**src/sv/elx_pkg.sv**
```systemverilog
// Shared types, codes and character classification for the expression lexer.
package elx_pkg;

    localparam int ELX_TEXT_LEN = 65536;

    typedef enum logic [2:0] {
        MODE_IDLE,
        MODE_NUM,
        MODE_ZEROX,
        MODE_IDENT,
        MODE_HOLD_TOP,
        MODE_HOLD_ID
    } t_scan_mode;

    typedef enum logic [1:0] {
        RADIX_DEC,
        RADIX_OCT,
        RADIX_HEX
    } t_radix;

    localparam logic [1:0] KIND_NUM   = 2'd0;
    localparam logic [1:0] KIND_OP    = 2'd1;
    localparam logic [1:0] KIND_IDENT = 2'd2;
    localparam logic [1:0] KIND_END   = 2'd3;

    localparam logic [2:0] OP_NONE = 3'd0;
    localparam logic [2:0] OP_EQ   = 3'd6;
    localparam logic [2:0] OP_NE   = 3'd7;

    // Single-byte operator index, or this value when the byte is no operator.
    localparam logic [3:0] SOP_NONE = 4'd8;
    // Digit value returned for a byte that is no hex digit.
    localparam logic [4:0] DIG_NONE = 5'd16;

    localparam int MAX_RES = 4;

    typedef struct packed {
        logic [7:0] text_byte;
        logic       final_byte;
    } t_tok_in;

    typedef struct packed {
        logic [1:0]         token_kind;
        logic [2:0]         operator_code;
        logic signed [31:0] number_value;
        logic [15:0]        start_offset;
        logic [16:0]        token_length;
        logic               last_of_run;
    } t_tok_out;

    // All results caused by one input byte, in order.
    typedef struct packed {
        t_tok_out [MAX_RES-1:0] res;
        logic [2:0]             count;
    } t_tok_bundle;

    function automatic logic f_is_ws(input logic [7:0] c);
        return (c == 8'h20) || (c >= 8'h09 && c <= 8'h0d);
    endfunction

    function automatic logic [3:0] f_single_op(input logic [7:0] c);
        logic [3:0] r;
        unique case (c)
            "+":     r = 4'd0;
            "-":     r = 4'd1;
            "*":     r = 4'd2;
            "/":     r = 4'd3;
            "(":     r = 4'd4;
            ")":     r = 4'd5;
            default: r = SOP_NONE;
        endcase
        return r;
    endfunction

    function automatic logic [4:0] f_digit_val(input logic [7:0] c);
        logic [4:0] r;
        if (c >= "0" && c <= "9") begin
            r = 5'(c - "0");
        end else if (c >= "a" && c <= "f") begin
            r = 5'(c - "a" + 8'd10);
        end else if (c >= "A" && c <= "F") begin
            r = 5'(c - "A" + 8'd10);
        end else begin
            r = DIG_NONE;
        end
        return r;
    endfunction

endpackage

```
**src/sv/elx_core.sv**
```systemverilog
// Lexer state and the per-byte step that forms all results of one byte.
module elx_core #(
    parameter int TEXT_LEN = elx_pkg::ELX_TEXT_LEN
) (
    input  logic                i_clk,
    input  logic                i_rst_n,
    input  logic                i_accept,
    input  elx_pkg::t_tok_in    i_item,
    output elx_pkg::t_tok_bundle o_bundle
);
    import elx_pkg::*;

    localparam int PW = $clog2(TEXT_LEN);
    localparam int LW = $clog2(TEXT_LEN + 1);
    localparam logic [62:0] ACC_MAX = {63{1'b1}};

    t_scan_mode  r_mode, n_mode;
    logic [62:0] r_acc, n_acc;
    t_radix      r_radix, n_radix;
    logic        r_held_eq, n_held_eq;
    logic [PW-1:0] r_tb, n_tb;
    logic [LW-1:0] r_rl, n_rl;
    logic [PW-1:0] r_pos, n_pos;

    t_tok_out [MAX_RES-1:0] n_res;
    logic [2:0]             n_cnt;

    function automatic logic [PW-1:0] f_pos_inc(input logic [PW-1:0] p);
        return (p == PW'(TEXT_LEN - 1)) ? '0 : p + 1'b1;
    endfunction

    function automatic logic [PW-1:0] f_pos_dec(input logic [PW-1:0] p);
        return (p == '0) ? PW'(TEXT_LEN - 1) : p - 1'b1;
    endfunction

    function automatic logic [LW-1:0] f_len_inc(input logic [LW-1:0] l);
        return (l < LW'(TEXT_LEN)) ? l + 1'b1 : l;
    endfunction

    function automatic logic [15:0] f_pos16(input logic [PW-1:0] p);
        logic [PW+15:0] w;
        w = {16'b0, p};
        return w[15:0];
    endfunction

    function automatic logic [16:0] f_len17(input logic [LW-1:0] l);
        logic [LW+16:0] w;
        w = {17'b0, l};
        return w[16:0];
    endfunction

    function automatic t_tok_out f_tok(input logic [1:0] kind, input logic [2:0] op,
                                       input logic [31:0] val, input logic [PW-1:0] st,
                                       input logic [LW-1:0] len);
        t_tok_out t;
        t.token_kind    = kind;
        t.operator_code = op;
        t.number_value  = val;
        t.start_offset  = f_pos16(st);
        t.token_length  = f_len17(len);
        t.last_of_run   = 1'b0;
        return t;
    endfunction

    // Saturating acc * base + digit; the product of shifts stays within 67 bits.
    logic [4:0]  w_dv;
    logic [3:0]  w_op;
    logic        w_in_radix;
    logic [66:0] w_prod, w_sum;
    logic [62:0] w_acc_next;

    assign w_dv = f_digit_val(i_item.text_byte);
    assign w_op = f_single_op(i_item.text_byte);

    always_comb begin
        unique case (r_radix)
            RADIX_HEX: begin
                w_in_radix = w_dv < 5'd16;
                w_prod     = {r_acc, 4'b0};
            end
            RADIX_OCT: begin
                w_in_radix = w_dv < 5'd8;
                w_prod     = {1'b0, r_acc, 3'b0};
            end
            default: begin
                w_in_radix = w_dv < 5'd10;
                w_prod     = {1'b0, r_acc, 3'b0} + {3'b0, r_acc, 1'b0};
            end
        endcase
        w_sum      = w_prod + 67'(w_dv);
        w_acc_next = (w_sum > 67'(ACC_MAX)) ? ACC_MAX : w_sum[62:0];
    end

    always_comb begin
        logic [7:0] c;
        logic       do_start;
        logic       do_ident;
        logic [2:0] op_eqne;
        c        = i_item.text_byte;
        do_start = 1'b0;
        do_ident = 1'b0;
        op_eqne  = r_held_eq ? OP_EQ : OP_NE;
        n_mode    = r_mode;
        n_acc     = r_acc;
        n_radix   = r_radix;
        n_held_eq = r_held_eq;
        n_tb      = r_tb;
        n_rl      = r_rl;
        n_pos     = r_pos;
        n_res     = '0;
        n_cnt     = '0;

        unique case (r_mode)
            MODE_NUM: begin
                if (w_in_radix) begin
                    n_acc = w_acc_next;
                    n_rl  = f_len_inc(r_rl);
                end else if (r_radix == RADIX_OCT && r_rl == LW'(1)
                             && (c | 8'h20) == "x") begin
                    n_mode = MODE_ZEROX;
                    n_rl   = LW'(2);
                end else begin
                    n_res[n_cnt[1:0]] = f_tok(KIND_NUM, OP_NONE, r_acc[31:0], r_tb, r_rl);
                    n_cnt = n_cnt + 3'd1;
                    do_start = 1'b1;
                end
            end
            MODE_ZEROX: begin
                if (w_dv < 5'd16) begin
                    n_mode  = MODE_NUM;
                    n_radix = RADIX_HEX;
                    n_acc   = 63'(w_dv);
                    n_rl    = LW'(3);
                end else begin
                    n_res[n_cnt[1:0]] = f_tok(KIND_NUM, OP_NONE, 32'd0, r_tb, LW'(1));
                    n_cnt = n_cnt + 3'd1;
                    n_tb   = f_pos_inc(r_tb);
                    n_rl   = LW'(1);
                    n_mode = MODE_IDENT;
                    do_ident = 1'b1;
                end
            end
            MODE_IDENT: begin
                do_ident = 1'b1;
            end
            MODE_HOLD_TOP: begin
                if (c == "=") begin
                    n_res[n_cnt[1:0]] = f_tok(KIND_OP, op_eqne, 32'd0, r_tb, LW'(2));
                    n_cnt = n_cnt + 3'd1;
                    n_mode = MODE_IDLE;
                end else begin
                    n_mode = MODE_IDENT;
                    n_rl   = LW'(1);
                    do_ident = 1'b1;
                end
            end
            MODE_HOLD_ID: begin
                if (c == "=") begin
                    n_res[n_cnt[1:0]] = f_tok(KIND_IDENT, OP_NONE, 32'd0, r_tb, r_rl);
                    n_cnt = n_cnt + 3'd1;
                    n_res[n_cnt[1:0]] = f_tok(KIND_OP, op_eqne, 32'd0, f_pos_dec(r_pos),
                                              LW'(2));
                    n_cnt = n_cnt + 3'd1;
                    n_mode = MODE_IDLE;
                end else begin
                    n_rl   = f_len_inc(r_rl);
                    n_mode = MODE_IDENT;
                    do_ident = 1'b1;
                end
            end
            default: begin
                do_start = 1'b1;
            end
        endcase

        // A byte that begins a new token.
        if (do_start) begin
            n_mode = MODE_IDLE;
            if (!f_is_ws(c)) begin
                n_tb = r_pos;
                if (c >= "0" && c <= "9") begin
                    n_mode  = MODE_NUM;
                    n_radix = (c == "0") ? RADIX_OCT : RADIX_DEC;
                    n_acc   = 63'(w_dv);
                    n_rl    = LW'(1);
                end else if (w_op != SOP_NONE) begin
                    n_res[n_cnt[1:0]] = f_tok(KIND_OP, w_op[2:0], 32'd0, r_pos, LW'(1));
                    n_cnt = n_cnt + 3'd1;
                end else if (c == "=" || c == "!") begin
                    n_mode    = MODE_HOLD_TOP;
                    n_held_eq = (c == "=");
                end else begin
                    n_mode = MODE_IDENT;
                    n_rl   = LW'(1);
                end
            end
        end

        // A byte that continues or ends an identifier.
        if (do_ident) begin
            if (f_is_ws(c)) begin
                n_res[n_cnt[1:0]] = f_tok(KIND_IDENT, OP_NONE, 32'd0, n_tb, n_rl);
                n_cnt = n_cnt + 3'd1;
                n_mode = MODE_IDLE;
            end else if (w_op != SOP_NONE) begin
                n_res[n_cnt[1:0]] = f_tok(KIND_IDENT, OP_NONE, 32'd0, n_tb, n_rl);
                n_cnt = n_cnt + 3'd1;
                n_res[n_cnt[1:0]] = f_tok(KIND_OP, w_op[2:0], 32'd0, r_pos, LW'(1));
                n_cnt = n_cnt + 3'd1;
                n_mode = MODE_IDLE;
            end else if (c == "=" || c == "!") begin
                n_held_eq = (c == "=");
                n_mode    = MODE_HOLD_ID;
            end else begin
                n_rl = f_len_inc(n_rl);
            end
        end

        // The final byte closes any open token, adds the end marker and clears the state.
        if (i_item.final_byte) begin
            unique case (n_mode)
                MODE_NUM: begin
                    n_res[n_cnt[1:0]] = f_tok(KIND_NUM, OP_NONE, n_acc[31:0], n_tb, n_rl);
                    n_cnt = n_cnt + 3'd1;
                end
                MODE_ZEROX: begin
                    n_res[n_cnt[1:0]] = f_tok(KIND_NUM, OP_NONE, 32'd0, n_tb, LW'(1));
                    n_cnt = n_cnt + 3'd1;
                    n_res[n_cnt[1:0]] = f_tok(KIND_IDENT, OP_NONE, 32'd0, f_pos_inc(n_tb),
                                              LW'(1));
                    n_cnt = n_cnt + 3'd1;
                end
                MODE_IDENT: begin
                    n_res[n_cnt[1:0]] = f_tok(KIND_IDENT, OP_NONE, 32'd0, n_tb, n_rl);
                    n_cnt = n_cnt + 3'd1;
                end
                MODE_HOLD_TOP: begin
                    n_res[n_cnt[1:0]] = f_tok(KIND_IDENT, OP_NONE, 32'd0, n_tb, LW'(1));
                    n_cnt = n_cnt + 3'd1;
                end
                MODE_HOLD_ID: begin
                    n_res[n_cnt[1:0]] = f_tok(KIND_IDENT, OP_NONE, 32'd0, n_tb,
                                              f_len_inc(n_rl));
                    n_cnt = n_cnt + 3'd1;
                end
                default: begin
                end
            endcase
            n_res[n_cnt[1:0]] = f_tok(KIND_END, OP_NONE, 32'd0, f_pos_inc(r_pos), '0);
            n_cnt = n_cnt + 3'd1;
            n_mode    = MODE_IDLE;
            n_acc     = '0;
            n_radix   = RADIX_DEC;
            n_held_eq = 1'b0;
            n_tb      = '0;
            n_rl      = '0;
            n_pos     = '0;
        end else begin
            n_pos = f_pos_inc(r_pos);
        end

        if (n_cnt != 3'd0) begin
            n_res[2'(n_cnt - 3'd1)].last_of_run = 1'b1;
        end
    end

    assign o_bundle.res   = n_res;
    assign o_bundle.count = n_cnt;

    always_ff @(posedge i_clk) begin
        if (!i_rst_n) begin
            r_mode    <= MODE_IDLE;
            r_acc     <= '0;
            r_radix   <= RADIX_DEC;
            r_held_eq <= 1'b0;
            r_tb      <= '0;
            r_rl      <= '0;
            r_pos     <= '0;
        end else if (i_accept) begin
            r_mode    <= n_mode;
            r_acc     <= n_acc;
            r_radix   <= n_radix;
            r_held_eq <= n_held_eq;
            r_tb      <= n_tb;
            r_rl      <= n_rl;
            r_pos     <= n_pos;
        end
    end

endmodule

```
**src/sv/elx_out.sv**
```systemverilog
// Two-entry buffer of result groups and the serializer that sends one token a cycle unless stalled.
module elx_out (
    input  logic                 i_clk,
    input  logic                 i_rst_n,
    input  logic                 i_push,
    input  elx_pkg::t_tok_bundle i_bundle,
    output logic                 o_full,
    output logic                 o_valid,
    input  logic                 i_stall,
    output elx_pkg::t_tok_out    o_data
);
    import elx_pkg::*;

    t_tok_bundle r_buf [2];
    logic        r_wr, r_rd;
    logic [1:0]  r_cnt, n_cnt;
    logic [1:0]  r_idx;
    t_tok_bundle w_cur;
    logic        w_take;
    logic        w_done;

    assign w_cur   = r_buf[r_rd];
    assign o_valid = (r_cnt != 2'd0);
    assign o_full  = (r_cnt == 2'd2);
    assign o_data  = w_cur.res[r_idx];
    assign w_take  = o_valid && !i_stall;
    // The group is retired with the transaction of its last token.
    assign w_done  = w_take && (r_idx == w_cur.count[1:0] - 2'd1);
    assign n_cnt   = r_cnt + {1'b0, i_push} - {1'b0, w_done};

    always_ff @(posedge i_clk) begin
        if (i_push) begin
            r_buf[r_wr] <= i_bundle;
        end
    end

    always_ff @(posedge i_clk) begin
        if (!i_rst_n) begin
            r_wr  <= 1'b0;
            r_rd  <= 1'b0;
            r_cnt <= '0;
            r_idx <= '0;
        end else begin
            r_cnt <= n_cnt;
            if (i_push) begin
                r_wr <= ~r_wr;
            end
            if (w_done) begin
                r_rd  <= ~r_rd;
                r_idx <= '0;
            end else if (w_take) begin
                r_idx <= r_idx + 2'd1;
            end
        end
    end

endmodule

```
**src/sv/expression_lexer.sv**
```systemverilog
// Top level of the streaming expression lexer.
// The input channel takes one text byte per transaction, with final_byte set on
// the byte that ends the text. The output channel gives tokens (number, operator,
// identifier, end of text) with offset, length and value; last_of_run marks the
// last token caused by one byte. A byte may cause zero to four tokens.
// Each accepted byte is lexed in the cycle it is accepted: the scan state is
// updated and all its tokens are written as one group into a two-entry buffer.
// The first token of a byte is offered from the registered buffer once all earlier groups have been sent.
// One byte is taken every cycle while each byte yields at most one token and the
// receiver does not stall; the serializer sends tokens one a cycle unless the
// receiver stalls; the input stalls only while both buffer entries are occupied.
// A receiver stall holds the current token and fills the buffer, after which the
// input is stalled until a group has been sent.
// Reset clears the scan state, the byte position and the buffer; after a final
// byte the scan state returns to its reset value.
module expression_lexer #(
    parameter int TEXT_LEN = elx_pkg::ELX_TEXT_LEN
) (
    input  logic              i_clk,
    input  logic              i_rst_n,
    input  logic              i_in_valid,
    output logic              o_in_stall,
    input  elx_pkg::t_tok_in  i_in_data,
    output logic              o_out_valid,
    input  logic              i_out_stall,
    output elx_pkg::t_tok_out o_out_data
);
    import elx_pkg::*;

    logic        w_full;
    logic        w_accept;
    logic        w_push;
    t_tok_bundle w_bundle;

    assign o_in_stall = w_full;
    assign w_accept   = i_in_valid && !w_full;
    assign w_push     = w_accept && (w_bundle.count != 3'd0);

    elx_core #(
        .TEXT_LEN(TEXT_LEN)
    ) u_core (
        .i_clk    (i_clk),
        .i_rst_n  (i_rst_n),
        .i_accept (w_accept),
        .i_item   (i_in_data),
        .o_bundle (w_bundle)
    );

    elx_out u_out (
        .i_clk    (i_clk),
        .i_rst_n  (i_rst_n),
        .i_push   (w_push),
        .i_bundle (w_bundle),
        .o_full   (w_full),
        .o_valid  (o_out_valid),
        .i_stall  (i_out_stall),
        .o_data   (o_out_data)
    );

endmodule
```
**config.mk**
```make
export PLATFORM = sky130hd
export DESIGN_NAME = expression_lexer
export DESIGN_NICKNAME = d
export VERILOG_FILES = /design/src/sv/elx_pkg.sv /design/src/sv/elx_core.sv /design/src/sv/elx_out.sv /design/src/sv/expression_lexer.sv
export SDC_FILE = /design/constraint.sdc
export NUM_CORES = 2
export LEC_CHECK = 0
export BUFFER_PORTS_ARGS = -buffer_cell sky130_fd_sc_hd__buf_2
export CAP_MARGIN = 5
export CELL_PAD_IN_SITES_DETAIL_PLACEMENT = 1
export CELL_PAD_IN_SITES_GLOBAL_PLACEMENT = 2
export CORE_ASPECT_RATIO = 0.8
export CORE_MARGIN = 2
export CORE_UTILIZATION = 42
export DETAILED_ROUTE_END_ITERATION = 6
export PLACE_DENSITY = 0.88
export SLEW_MARGIN = 10
export SYNTH_ARGS = -nofsm -noshare
export SYNTH_HDL_FRONTEND = slang
export SYNTH_HIERARCHICAL = 1
export SYNTH_SLANG_ARGS = --single-unit
```
**constraint.sdc**
```tcl
create_clock -name i_clk -period 30.4 [get_ports i_clk]
set_clock_uncertainty 0.1 [all_clocks]
set_input_delay 6.08 -clock i_clk [delete_from_list [all_inputs] [get_ports i_clk]]
set_output_delay 6.08 -clock i_clk [all_outputs]
set_load 0.02 [all_outputs]
```
==> flow_summary.toml <==
[floorplanning]
rows = 109
coreArea_mm2 = 0.111
die_w_um = 378
fp.dieArea_mm2 = 0.115
pin_count = 86
fp.dieH_um = 303
start_util_pct = 42.4

[outcome]
failed_checks = "max-capacitance violations"
status = "finished with violations"

[global_routing]
grt_pass1_vias = 42776
grtUsageTotal_pct = 32.5
grt_max_degree = 78
antenna_found_initial = 6
grt.overflow.total = 0
grt_pass1_wl_mm = 283

[placed_design]
dp_cells = 6213
gp_congestion = 0.978
place_ws_ns = 13.12
hpwl_mm = 138
port_buffers = 85

[cts]
tritoncts = "done"
cts_setup_buffers = 0
root_buffer = "clkbuf_16"
cts_sinks = 697
h-tree-depth = 3
postCtsHoldBufs = 0
cts_max_path_buffers = 3
clock_latency_ns = 0.68
ctsResizeCount = 0
cts_buffers = 77
cts.clk_slew.worst_paths_ns = 0.06

[power_and_ir_drop]
power.density_mw_per_mm2 = 55.3
p_int_uw = 1950
p_comb_share_pct = 23.3
p_sw_share_pct = 31.5
vdd.ir_drop.worst_mv = 0.0407
p_leak_uw = 0.0172
power_frac_seq_pct = 42.3
switching_power_uw = 896
power.share.clock_pct = 34.4

[sta]
finalSetupTns_ns = 0
worst_pin_slew_ns = 1.47
setup-violations-final = 0
max_freq_mhz = 59.0
layout_min_cycle_time_ns = 16.94
finalHoldViolCount = 0
slew_headroom_pct = 2.09
timing.final.crit_share_pct = 55.7
slew_violations = 0
layout_setup_ws_ns = 13.46
rsz0062_at_grt = "no"

[drt]
dr.pass1.iters = 7
via_count = 43876
drt-initial-drc-count = 6144
wl_per_cell_um = 30.1
wirelength_mm = 191
viasPerCell = 6.90
final_antenna_net_count = 0
drcViolationCount = 0

[synth]
synth_nets = 4993
yosysSeqAreaShare_pct = 41.9
synth.top_cell.area_share_pct = 36.6
yosys_warnings = 6
yosysTopAreaCell = "edfxtp_1"
yosys.cell_types.count = 111
synthTopCellsByArea = "edfxtp_1 (37%), mux4_2 (6.8%), dfxtp_1 (5.3%), nand2_1 (4.5%), o21ai_0 (4.0%)"
synth_edf_count = 572
synth-async-reset-ratio_pct = 0
ys_seq_elements = 697
synth.cell_area_mm2 = 0.0470
synthCells = 4873
syn_area_per_cell_um2 = 9.64
ys_dominant_reg_cell = "edfxtp_1"

[critical_path]
max_stage_delay_ns = 0.92
critPathSlowestCell = "buf_4"
path_max_fanout = 76
cpMostUsedCell = "ha_1"
path_class = "input port to flop"
arrival_ns = 17.13
critPathLaunchType = "input port"
crit_path_end_kind = "flop"
required_ns = 30.59

[final_layout]
final_cell_mix = "edfxtp_1 (572), nand2_1 (558), nor2_1 (425)"
final_common_cell = "edfxtp_1"
final_cells = 6356
layout.nets = 4914
area_delta_synth_final_pct = 9.55
drive_gt1_share_pct = 13.5

[flow_run]
max_cap_viol_count = 1

[worst_hold_path]
hp-class = "flop to flop"
[worst max-delay path: cells and delay by family]
family                     cells  cell delay [ns]
AOI/OAI and AO/OA             11             3.25
buffers and inverters          7             2.83
and+or+nand+nor                6             2.23
adders and majority gates      5             2.12
muxes                          1             0.45
[power by group through the flow]
stage          Sequential (uW)  Combinational [uW]  Clock, uW
5_1_grt                   1210                 698       1020
3_3_place_gp              1210                 632          0
6_report                  1200                 662        979
4_1_cts                   1200                 653        991
2_1_floorplan             1250                 441          0
3_5_place_dp              1220                 647          0
[state kept, by name, indices dropped and copies added (netlist names), named ones only]
| name | count |
|---|---|
| u_out/r_wr | 1 |
| u_out/r_cnt | 2 |
| u_core/r_held_eq | 1 |
| u_core/r_acc | 63 |
| u_out/r_buf | 572 |
| u_out/r_rd | 1 |
| u_core/r_radix | 2 |
| u_core/r_rl | 17 |
| u_core/r_pos | 16 |
| u_core/r_mode | 3 |
| u_core/r_tb | 16 |
| u_out/r_idx | 2 |
[logic make-up after synthesis]
group | count (synthesis) | share of synthesized area, %
XOR/XNOR | 129 | 2.40
flip-flops | 697 | 41.9
AND/OR/NAND/NOR | 1627 | 16.3
multiplexers | 286 | 10.1
adder cells (fa/ha/maj) | 107 | 2.88
AO/OA/AOI/OAI | 1587 | 22.6
buffers and inverters | 440 | 3.77
[worst paths after layout]
path | start | end | slack [ns] | cells past startpoint
worst max register to register | u_core/r_mode[2]$_SDFFE_PN0P_ | u_out/r_buf[1][281]$_DFFE_PP_ | 19.03 | 24
worst min register to register | u_out/r_rd$_SDFFE_PN0P_ | flop | 0.39 | 2
worst max-delay path | i_in_data[2] | u_out/r_buf[1][281]$_DFFE_PP_ | 13.46 | 30
worst min-delay path | u_out/r_rd$_SDFFE_PN0P_ | flop | 0.39 | 2
[cells in the mapped netlist, types with 67 or more instances]
cell,instances
clkbuf_1,296
nor2_1,428
ha_1,105
edfxtp_1,572
nor3_1,111
nand3_1,114
mux2_2,102
o21ai_0,371
nand2_1,558
mux4_2,142
inv_1,68
o22ai_1,118
a21oi_1,342
nand4_1,67
a22oi_1,85
xnor2_1,70
a221oi_1,97
dfxtp_1,125
[final cells by class]
type | count | area, um2
Antenna cell | 3 | 7.51
Clock buffer | 105 | 2150
Clock inverter | 35 | 505
Fill cell | 12356 | 59300
Inverter | 74 | 278
Multi-Input combinational cell | 3736 | 25600
Sequential cell | 697 | 19700
Tap cell | 1498 | 1870
Timing Repair Buffer | 208 | 1350
[layer usage]
| metal | up-vias | global-route usage (%) | wire length [um] |
|---|---|---|---|
| met5 | - | 0 | 10 |
| met3 | 420 | 8.26 | 21100 |
| met4 | 2 | 9.96 | 6160 |
| met2 | 2494 | 47.8 | 81200 |
| met1 | 22168 | 47.1 | 82700 |
| li1 | 18792 | - | - |
[stage by stage]
stage	util [%]	instance area (um2)	power, uW	hold WS, ns
floorplan	-	47000	1690	0.352
global placement	44.1	48800	1840	0.349
detailed placement	44.1	48800	1870	0.377
CTS	46.5	51500	2850	0.387
global route	46.5	51500	2930	0.421
finish	46.5	51500	2840	0.393
(Power assumes the default switching activity.)
